`src/rtl/sawr_pkg.sv`:
```
package sawr_pkg;

  // Input item function codes.
  typedef enum logic [1:0] {
    FUNC_TICK  = 2'd0,
    FUNC_WORD  = 2'd1,
    FUNC_PIGGY = 2'd2
  } func_e;

  // Received frame kinds, sampled with the last word.
  typedef enum logic [1:0] {
    KIND_DATA = 2'd0,
    KIND_ACK  = 2'd1,
    KIND_NAK  = 2'd2
  } kind_e;

  // Result event codes.
  typedef enum logic [2:0] {
    EV_NOTIFY  = 3'd0,
    EV_NAK     = 3'd1,
    EV_ACK     = 3'd2,
    EV_DELIVER = 3'd3,
    EV_DUP     = 3'd4,
    EV_PIGGY   = 3'd5
  } event_e;

  localparam logic [15:0] SUM_VALID         = 16'hFFFF;
  localparam logic [15:0] ACK_TIMEOUT_RESET = 16'd1000;
  localparam logic [16:0] AGE_MAX           = 17'h1FFFF;

  // One input word.
  typedef struct packed {
    logic [1:0]  func;
    logic [15:0] frame_word;
    logic        last_word;
    logic [1:0]  frame_kind;
    logic        frame_seq;
    logic        frame_ack;
    logic        carries_ack;
    logic        last_chunk;
  } in_word_t;

  // One result word.
  typedef struct packed {
    logic [2:0]  event_res;
    logic        notify_nak;
    logic        seq_value;
    logic        piggy_present;
    logic        message_end;
    logic [15:0] folded_sum;
    logic        last;
  } out_word_t;

endpackage

```
`src/rtl/stop_and_wait_receiver_piggyback_ack_core.sv`:
```
// Receive side of a stop-and-wait ARQ link with a one-bit sequence number. Each input word
// is a tick, a received frame word or a piggyback request; frame words are summed in 16-bit
// ones' complement and the header fields are taken with the last word. The block takes one
// input word per cycle and decides it in that same cycle; its results go into a four-entry
// result queue, and input is taken while at least two entries are free. An item yields zero,
// one or two results, and the output side drains one result per cycle while out_ready_i is
// high; a data frame with a piggybacked ACK yields two results. The user writes ack_timeout
// via its own always-ready channel only while the block is idle, which the core does not enforce.
module stop_and_wait_receiver_piggyback_ack_core
  import sawr_pkg::*;
(
  input  logic        clk_i,
  input  logic        rst_ni,
  input  logic        cfg_valid_i,
  output logic        cfg_ready_o,
  input  logic [15:0] cfg_data_i,
  input  logic        in_valid_i,
  output logic        in_ready_o,
  input  in_word_t    in_data_i,
  output logic        out_valid_o,
  input  logic        out_ready_i,
  output out_word_t   out_data_o
);

  // Protocol state.
  logic [15:0] ack_timeout_q;
  logic [15:0] sum_acc_q, sum_acc_d;
  logic        expected_seq_q, expected_seq_d;
  logic        pending_valid_q, pending_valid_d;
  logic        pending_seq_q, pending_seq_d;
  logic [16:0] pending_age_q, pending_age_d;
  logic        peer_known_q, peer_known_d;

  // Result queue.
  out_word_t   queue_q [4];
  logic [1:0]  wr_ptr_q, rd_ptr_q;
  logic [2:0]  cnt_q, cnt_d;

  logic        in_fire, out_fire;
  logic [16:0] sum_wide;
  logic [15:0] sum_fold;
  logic [16:0] age_inc;
  logic [1:0]  push_n;
  out_word_t   res0, res1, res_main, res_notify;
  logic        is_word, is_last, is_ctrl;

  assign cfg_ready_o = 1'b1;
  assign in_ready_o  = (cnt_q <= 3'd2);
  assign in_fire     = in_valid_i && in_ready_o;
  assign out_valid_o = (cnt_q != 3'd0);
  assign out_fire    = out_valid_o && out_ready_i;
  assign out_data_o  = queue_q[rd_ptr_q];

  // Ones' complement add with end-around carry.
  assign sum_wide = {1'b0, sum_acc_q} + {1'b0, in_data_i.frame_word};
  assign sum_fold = sum_wide[15:0] + {15'd0, sum_wide[16]};
  assign age_inc  = (pending_age_q < AGE_MAX) ? pending_age_q + 17'd1 : pending_age_q;

  assign is_word = (in_data_i.func == FUNC_WORD);
  assign is_last = is_word && in_data_i.last_word;
  assign is_ctrl = (in_data_i.frame_kind == KIND_ACK) || (in_data_i.frame_kind == KIND_NAK);

  // Decide the results and the next state for one input word.
  always_comb begin
    sum_acc_d       = sum_acc_q;
    expected_seq_d  = expected_seq_q;
    pending_valid_d = pending_valid_q;
    pending_seq_d   = pending_seq_q;
    pending_age_d   = pending_age_q;
    peer_known_d    = peer_known_q;
    push_n          = 2'd0;
    res0            = '0;
    res1            = '0;
    res_main        = '0;
    res_notify      = '0;

    res_notify.event_res  = EV_NOTIFY;
    res_notify.seq_value  = in_data_i.frame_ack;
    res_notify.folded_sum = sum_fold;
    res_notify.notify_nak = (in_data_i.frame_kind == KIND_NAK);

    res_main.seq_value  = in_data_i.frame_seq;
    res_main.folded_sum = sum_fold;
    res_main.last       = 1'b1;
    if (sum_fold != SUM_VALID) begin
      res_main.event_res = EV_NAK;
    end else if (in_data_i.frame_seq != expected_seq_q) begin
      res_main.event_res = EV_DUP;
    end else begin
      res_main.event_res   = EV_DELIVER;
      res_main.message_end = in_data_i.last_chunk;
    end

    unique case (in_data_i.func)
      FUNC_TICK: begin
        if (pending_valid_q) begin
          pending_age_d = age_inc;
          if ((age_inc > {1'b0, ack_timeout_q}) && peer_known_q) begin
            res0.event_res  = EV_ACK;
            res0.seq_value  = pending_seq_q;
            res0.last       = 1'b1;
            push_n          = 2'd1;
            pending_valid_d = 1'b0;
          end
        end
      end
      FUNC_WORD: begin
        sum_acc_d = sum_fold;
        if (is_last) begin
          sum_acc_d = '0;
          if (is_ctrl) begin
            res0      = res_notify;
            res0.last = 1'b1;
            push_n    = 2'd1;
          end else begin
            peer_known_d = 1'b1;
            if (sum_fold == SUM_VALID) begin
              pending_valid_d = 1'b1;
              pending_seq_d   = in_data_i.frame_seq;
              pending_age_d   = '0;
              if (in_data_i.frame_seq == expected_seq_q) begin
                expected_seq_d = ~expected_seq_q;
              end
            end
            if (in_data_i.carries_ack) begin
              res_notify.notify_nak = 1'b0;
              res0   = res_notify;
              res1   = res_main;
              push_n = 2'd2;
            end else begin
              res0   = res_main;
              push_n = 2'd1;
            end
          end
        end
      end
      FUNC_PIGGY: begin
        res0.event_res     = EV_PIGGY;
        res0.seq_value     = pending_valid_q ? pending_seq_q : 1'b0;
        res0.piggy_present = pending_valid_q;
        res0.last          = 1'b1;
        push_n             = 2'd1;
        pending_valid_d    = 1'b0;
      end
      default: begin
        push_n = 2'd0;
      end
    endcase

    if (!in_fire) begin
      push_n = 2'd0;
    end
    cnt_d = cnt_q + {1'b0, push_n} - {2'd0, out_fire};
  end

  // State and queue control.
  always_ff @(posedge clk_i or negedge rst_ni) begin
    if (!rst_ni) begin
      ack_timeout_q   <= ACK_TIMEOUT_RESET;
      sum_acc_q       <= '0;
      expected_seq_q  <= 1'b0;
      pending_valid_q <= 1'b0;
      pending_seq_q   <= 1'b0;
      pending_age_q   <= '0;
      peer_known_q    <= 1'b0;
      wr_ptr_q        <= '0;
      rd_ptr_q        <= '0;
      cnt_q           <= '0;
    end else begin
      if (cfg_valid_i) begin
        ack_timeout_q <= cfg_data_i;
      end
      if (in_fire) begin
        sum_acc_q       <= sum_acc_d;
        expected_seq_q  <= expected_seq_d;
        pending_valid_q <= pending_valid_d;
        pending_seq_q   <= pending_seq_d;
        pending_age_q   <= pending_age_d;
        peer_known_q    <= peer_known_d;
      end
      wr_ptr_q <= wr_ptr_q + push_n;
      if (out_fire) begin
        rd_ptr_q <= rd_ptr_q + 2'd1;
      end
      cnt_q <= cnt_d;
    end
  end

  // Queue storage; entries need no reset.
  always_ff @(posedge clk_i) begin
    if (push_n != 2'd0) begin
      queue_q[wr_ptr_q] <= res0;
    end
    if (push_n == 2'd2) begin
      queue_q[wr_ptr_q + 2'd1] <= res1;
    end
  end

  // The queue never holds more than its four entries.
  assert property (@(posedge clk_i) disable iff (!rst_ni) cnt_q <= 3'd4)
    else $error("result queue overflow");

  // A clean data frame always leaves an acknowledgement pending.
  assert property (@(posedge clk_i) disable iff (!rst_ni)
    (in_fire && is_last && !is_ctrl && (sum_fold == SUM_VALID)) |=> pending_valid_q)
    else $error("valid data frame left no pending ACK");

  // A piggyback request always consumes the pending acknowledgement.
  assert property (@(posedge clk_i) disable iff (!rst_ni)
    (in_fire && (in_data_i.func == FUNC_PIGGY)) |=> !pending_valid_q)
    else $error("pending ACK survived a piggyback request");

  // The expected sequence bit moves only when a word is taken.
  assert property (@(posedge clk_i) disable iff (!rst_ni)
    !in_fire |=> $stable(expected_seq_q))
    else $error("expected sequence changed without input");

endmodule
```
`config.mk`:
```
export PLATFORM = sky130hd
export DESIGN_NAME = stop_and_wait_receiver_piggyback_ack_core
export DESIGN_NICKNAME = d
export VERILOG_FILES = /design/src/rtl/sawr_pkg.sv /design/src/rtl/stop_and_wait_receiver_piggyback_ack_core.sv
export SDC_FILE = /design/constraint.sdc
export NUM_CORES = 1
export LEC_CHECK = 0
export ABC_CLOCK_PERIOD_IN_PS = 6600
export CAP_MARGIN = 20
export CELL_PAD_IN_SITES_DETAIL_PLACEMENT = 2
export CELL_PAD_IN_SITES_GLOBAL_PLACEMENT = 2
export CORE_AREA = 2 2 152 154
export DETAILED_ROUTE_END_ITERATION = 12
export DIE_AREA = 0 0 154 156
export DONT_BUFFER_PORTS = 1
export GPL_ROUTABILITY_DRIVEN = 1
export PLACE_DENSITY_LB_ADDON = 0.1
export SLEW_MARGIN = 20
export SYNTH_ARGS = -nofsm -noshare
export SYNTH_HDL_FRONTEND = slang
export SYNTH_SLANG_ARGS = --single-unit
```
`constraint.sdc`:
```
create_clock -name clk_i -period 6.6 [get_ports clk_i]
set_input_delay 0.99 -clock clk_i [delete_from_list [all_inputs] [get_ports clk_i]]
set_output_delay 0.99 -clock clk_i [all_outputs]
set_load 0.02 [all_outputs]
```
==> qor.txt, run 1 <==
initial antenna violation count - 0
slowest CP cell - fa_1
Final ANT Viol Nets - 0
DR DRC count - 0
total track usage - 24.3%
Unique masters post-synth - 77
Worst-Margin Slew - 0.902 ns
status - finished clean
Design Area, Final - 10000 um2
core area - 22400 um2
startpoint types - primary input
Max Fclk - 0.172 GHz
CP Cell Sequence - ha_1 -> inv_1 -> fa_1 -> nand2b_1 -> a21bo_2 -> a21boi_1 -> a21boi_1 -> o21ai_0 -> a21o_1 -> a21o_1 -> ha_1 -> ha_1 -> nand3_1 -> mux2i_2 -> nand2_1 -> nor4_2 -> nand4_1 -> xnor2_2 -> nand4_2 -> or2_2 -> o22ai_1
RSZ-0062 raised after global routing - false
Final Max Slew Viols - 0
vias per cell - 5.75
# rows - 55
largest net degree at the start of global routing - 61
I/O Buffers - 0
worst-skew pair later-pin latency - 0.45 ns
Post-synth EDFFs - 88
post-cts sizing count - 0
Max VDD drop - 0.177 mV
post-CTS setup buffers - 0
Initial Utilization - 40.4%
Worst EP required - 6.84 ns
Arr. time, crit path - 6.06 ns
final setup violating endpoints - 0
routability cong. - 0.801
Die W - 154 um
CTS clk-pin slew, worst paths - 0.07 ns
max cap viols - 0
first-pass GRT wire length - 44.5 mm
clk root buf - clkbuf_16
leakage power - 3.85 nW
most common cell after layout, fill and taps aside - nor2_1
Avg Inst Size Synth - 10.6 um2
RR Startpoint - sum_acc_q[0]
DP HPWL - 20.0 mm
r2r endpoint - queue_q[2][23]
Yosys reg bits - 156
Area Growth Syn to Fin - 10.8%
Slew headroom - 39.9%
Fin Clk Skew - 0.0134 ns
Syn Nets - 948
vias in the first global route - 7633
Syn Inst Count - 856
Vias - 6647
min-delay worst type - in2async
final period utilization - 88.3%
total CTS buffers - 17
Primary FF master, synth - edfxtp_1
most numerous cell on the critical path - ha_1
Yosys Warn Count - 0
Initial DRC Count - 262
sequential area share after synthesis - 47.7%
die height - 156 um
Final nets - 950
crit path max fanout - 7
share of cells above drive strength 1 - 13.0%
total gr overflow - 0
Crit Path Class - in2reg
CP Capture Type - register
hold_buf cts - 0
R2R setup slack - 0.93 ns
H-tree depth - 4
wire per inst - 23.9 um
ys async rst share - 38.5%
area after detailed placement - 9390 um2
Ant. Diodes - 0
IO Pins - 73
most frequent cells in the layout - nor2_1, edfxtp_1, nand2_1
worst-case reg-to-reg path depth - 21
Power per Cell Area - 369 nW/um2
mapped cell area - 9030 um2
Sink Count - 156
TritonRoute pass-1 iters - 4
Fin Setup TNS - 0 ns
minimum clock period after layout - 5.83 ns
Longest Clk Path Bufs - 2
total die area - 24000 um2
CTS tree - built
Crit path largest cell delay - 0.43 ns
Final Hold Vio Count - 0
WL final - 27.6 mm
==> registers in the layout (all words and copies together) (netlist names) <==
name / count
queue_q: 96
pending_age_q: 17
ack_timeout_q: 16
sum_acc_q: 16
cnt_q: 3
rd_ptr_q: 2
wr_ptr_q: 2
expected_seq_q: 1
peer_known_q: 1
pending_seq_q: 1
pending_valid_q: 1
==> critical path: cells and delay by family <==
family                     cells  cell delay (ns)
and+or+nand+nor                7             1.89
AOI/OAI and AO/OA              7             1.47
adders and majority gates      4             1.06
xor gates and xnor gates       1             0.34
muxes                          1             0.27
buffers and inverters          1             0.06
==> worst max-delay path by stage <==
stage	to	cells after the start	from	slack [ns]
finish	queue_q[2][23]	21	in_data_i[7]	0.77
global route	queue_q[3][17]	21	in_data_i[7]	0.36
CTS	queue_q[2][23]	21	in_data_i[7]	0.82
detailed placement	queue_q[2][17]	21	in_data_i[7]	0.40
global placement	queue_q[0][17]	21	in_data_i[7]	0.69
floorplan	queue_q[0][17]	22	in_data_i[7]	1.19
==> cells in the mapped netlist (all sizes together) (3+ instances only) <==
cell type  instances  area [um2]
nor2              98         368
edfxtp            88        2640
nand2             85         322
o21ai             60         312
dfrtp             54        1350
inv               52         195
ha                44         551
nor3              32         175
xnor2             30         278
mux4              24         541
nand3             24         125
clkbuf            22        82.6
a21oi             21         113
xor2              19         181
nand4             18         119
buf               14        76.3
o22ai             14        87.6
a21o              12        90.1
and2              12        75.1
mux2i             11         114
or3                9        56.3
a31oi              8        50.1
dfxtp              8         160
nand2b             8        50.1
or2                8        50.1
a22o               7        61.3
a211oi             6        55.1
dfstp              6         158
and3               5        31.3
nor4               5        58.8
o211ai             5        37.5
o21a               5        37.5
a21boi             4        33.8
o21bai             4        30.0
or4                4        30.0
a211o              3        26.3
and4               3        26.3
==> power breakdown <==
| group | internal, mW | total (mW) | switching, mW |
|---|---|---|---|
| clock | 0.610 | 1.08 | 0.468 |
| combinational | 0.485 | 1.43 | 0.941 |
| sequential | 1.12 | 1.20 | 0.0727 |
==> stage by stage <==
stage,power [mW],hold slack (ns),utilization (%),worst slack [ns],std cells
6_report,3.70,0.238,44.8,0.772,1156
5_1_grt,3.90,0.224,44.8,0.361,1156
4_1_cts,3.73,0.222,44.8,0.815,1156
3_5_place_dp,2.64,0.500,42.0,0.395,1124
3_3_place_gp,2.58,0.475,42.0,0.695,1124
2_1_floorplan,2.26,0.454,-,1.19,856
==> cell type report <==
| class | instances | area [um2] |
|---|---|---|
| inverter | 52 | 195 |
| timing repair buffer | 19 | 155 |
| clock inverter | 15 | 200 |
| tap | 285 | 357 |
| fill | 2256 | 12400 |
| multi-input combinational | 612 | 4370 |
| sequential | 156 | 4310 |
| clock buffer | 17 | 425 |
==> routing by layer <==
layer	global-route usage, %	vias up	share of wire, %
li1	-	3097	-
met1	30.0	3412	43
met2	44.1	104	52
met3	3.53	34	2.7
met4	7.79	0	1.9
met5	0	-	0
==> cell families (layout without fill, tap and decap cells) <==
| group | after synthesis | after routing | synth area share, % |
|---|---|---|---|
| AO/OA/AOI/OAI | 166 | 166 | 12.6 |
| multiplexers | 37 | 37 | 7.49 |
| other | 1 | 1 | 0.0415 |
| XOR/XNOR | 49 | 49 | 5.08 |
| flip-flops | 156 | 156 | 47.7 |
| adder cells (fa/ha/maj) | 46 | 46 | 6.54 |
| AND/OR/NAND/NOR | 313 | 313 | 16.6 |
| buffers and inverters | 88 | 103 | 3.92 |
No activity file was read; power rests on OpenSTA's default activity.
==> run 2: changes to the inputs <==
- PLACE_DENSITY: unset -> 0.79
- PLACE_DENSITY_LB_ADDON: 0.1 -> unset
- SLEW_MARGIN: 20 -> 25
==> run 2 against run 1 <==
  * Sequential power about the same
  * Clock skew increased by 0.0030 ns
  * Critical path type unchanged
  * Register-to-register slack got worse by 0.17 ns
  * Clock power decreased by 8%
  * Utilization decreased by 0.21 points
  * Die area unchanged
==> qor.txt, run 2 (synthesis gave the netlist of run 1 again) <==
status - finished clean
total die area - 24000 um2 (unchanged)
Fin Hold WS - 0.238 ns (+0.0000610 ns)
wire per inst - 23.9 um (about the same)
most frequent cells in the layout - nor2_1, edfxtp_1, nand2_1
H-tree depth - 4 (unchanged)
WL final - 27.6 mm (about the same)
Layout fillers - 2279 (+1.0%)
total CTS buffers - 17 (unchanged)
Ant. Diodes - 0 (unchanged)
min-delay worst type - in2async
final period utilization - 90.9% (+2.6 points)
clk root buf - clkbuf_16
Arr. time, crit path - 6.25 ns (+0.19 ns)
Vias - 6695 (+0.72%)
Final Worst Setup Slack - 0.603 ns (-0.169 ns)
CTS clk-pin slew, worst paths - 0.08 ns (about the same)
fin util - 44.6% (-0.21 points)
initial antenna violation count - 0 (unchanged)
Fin Clk Skew - 0.0164 ns (+0.00303 ns)
Power per Cell Area - 362 nW/um2 (-2.0%)
most common cell after layout, fill and taps aside - nor2_1
max cap viols - 0 (unchanged)
IO Pins - 73 (unchanged)
TritonRoute pass-1 iters - 5 (+1)
Sink Count - 156 (unchanged)
RSZ-0062 raised after global routing - false
Final ANT Viol Nets - 0 (unchanged)
Power, Total - 3.61 mW (-2.4%)
total track usage - 24.1% (-0.21 points)
# rows - 55 (unchanged)
CP Capture Type - register
Die W - 154 um (unchanged)
Worst-Margin Slew - 0.849 ns (-0.0527 ns)
Design Area, Final - 9970 um2 (-0.46%)
Crit Path Class - in2reg
post-CTS setup buffers - 0 (unchanged)
Max Fclk - 0.167 GHz (-2.8%)
Final Hold Vio Count - 0 (unchanged)
I/O Buffers - 0 (unchanged)
core area - 22400 um2 (unchanged)
Initial DRC Count - 423 (+61%)
area after detailed placement - 9370 um2 (-0.20%)
total gr overflow - 0 (unchanged)
DP Worst Slack - 0.294 ns (-0.101 ns)
final setup violating endpoints - 0 (unchanged)
met2 WL - 14.3 mm (-1.5%)
die height - 156 um (unchanged)
Fin Setup TNS - 0 ns (unchanged)
minimum clock period after layout - 6.00 ns (+0.169 ns)
worst-skew pair later-pin latency - 0.44 ns (about the same)
fin cells - 1155 (-0.087%)
DR DRC count - 0 (unchanged)
startpoint types - primary input
Longest Clk Path Bufs - 2 (unchanged)
post-cts sizing count - 0 (unchanged)
first-pass GRT wire length - 44.4 mm (-0.12%)
Slew headroom - 43.2% (+3.3 points)
Reg with most FFs - queue_q
Worst EP required - 6.86 ns (+0.02 ns)
Final Max Slew Viols - 0 (unchanged)
vias in the first global route - 7573 (-0.79%)
DP HPWL - 20.4 mm (+1.7%)
length of routed wiring on met1 - 11.9 mm (-0.18%)
Area Growth Syn to Fin - 10.3%
Final nets - 949 (-0.11%)
Max VDD drop - 0.182 mV (+2.7%)
crit path max fanout - 7 (unchanged)
leakage power - 3.83 nW (-0.68%)
vias per cell - 5.80 (+0.81%)
share of cells above drive strength 1 - 13.0% (+0.015 points)
largest net degree at the start of global routing - 61 (unchanged)
Placed Cells - 1123 (-0.089%)
Largest regs - queue_q x96, pending_age_q x17
met3 wire length - 1.12 mm (+52%)
CTS tree - built
max FFs per register - 96 (unchanged)
Initial Utilization - 40.4% (unchanged)
hold_buf cts - 0 (unchanged)
routability cong. - 0.868 (+8.5%)
top layer in use - met4
==> run 2: cell count changes in the layout (fill, tap and decap cells not counted), sizes merged <==
| cell | change |
|---|---|
| clkinv | +4 |
| inv | -1 |
| bufinv | -3 |
| buf | -1 |
==> run 2: final cells by class <==
cell class	instances	area, um2	share of cell area (%)
multi-input cells	612	4370	43.8
flip-flops and latches	156	4310	43.3
clock buffers	17	425	4.27
well taps	285	357	3.58
inverters	52	195	1.96
clock inverters	15	173	1.73
repair buffers	18	135	1.36
==> run 2: path summary, 6_finish.rpt <==
check / startpoint / endpoint / slack (ns) / cells after the start
min: rst_ni / ack_timeout_q[1] / 0.24 / 0
max in group asynchronous: rst_ni / ack_timeout_q[5] / 6.18 / 0
min reg2reg: pending_seq_q / pending_seq_q / 0.49 / 1
max: in_data_i[7] / queue_q[2][17] / 0.60 / 21
max reg2reg: sum_acc_q[0] / queue_q[2][17] / 0.76 / 21
min in group clk_i: pending_seq_q / pending_seq_q / 0.49 / 1
==> run 2: per-layer routing <==
layer,vias up,global-route usage [%]
met5,-,0
met4,0,6.05
met3,23,4.28
met2,134,43.4
met1,3442,30.1
li1,3096,-
==> run 2: critical path: stages <==
cell	delay, ns
ha_1	0.20
inv_1	0.07
fa_1	0.44
nand2b_1	0.23
a21bo_2	0.24
a21boi_1	0.23
a21boi_1	0.13
o21ai_0	0.27
a21o_1	0.16
a21o_1	0.12
ha_1	0.16
ha_1	0.29
nand3_1	0.15
mux2i_2	0.30
nand2_1	0.22
o31ai_1	0.49
nand2_1	0.19
a2111oi_4	0.37
nand4_2	0.27
or2_1	0.43
nor3_2	0.28
==> run 2: power by group <==
| group | switching, mW | internal (mW) | leakage [nW] |
|---|---|---|---|
| Combinational | 0.909 | 0.479 | 1.96 |
| Sequential | 0.106 | 1.12 | 1.57 |
| Clock | 0.483 | 0.510 | 0.292 |
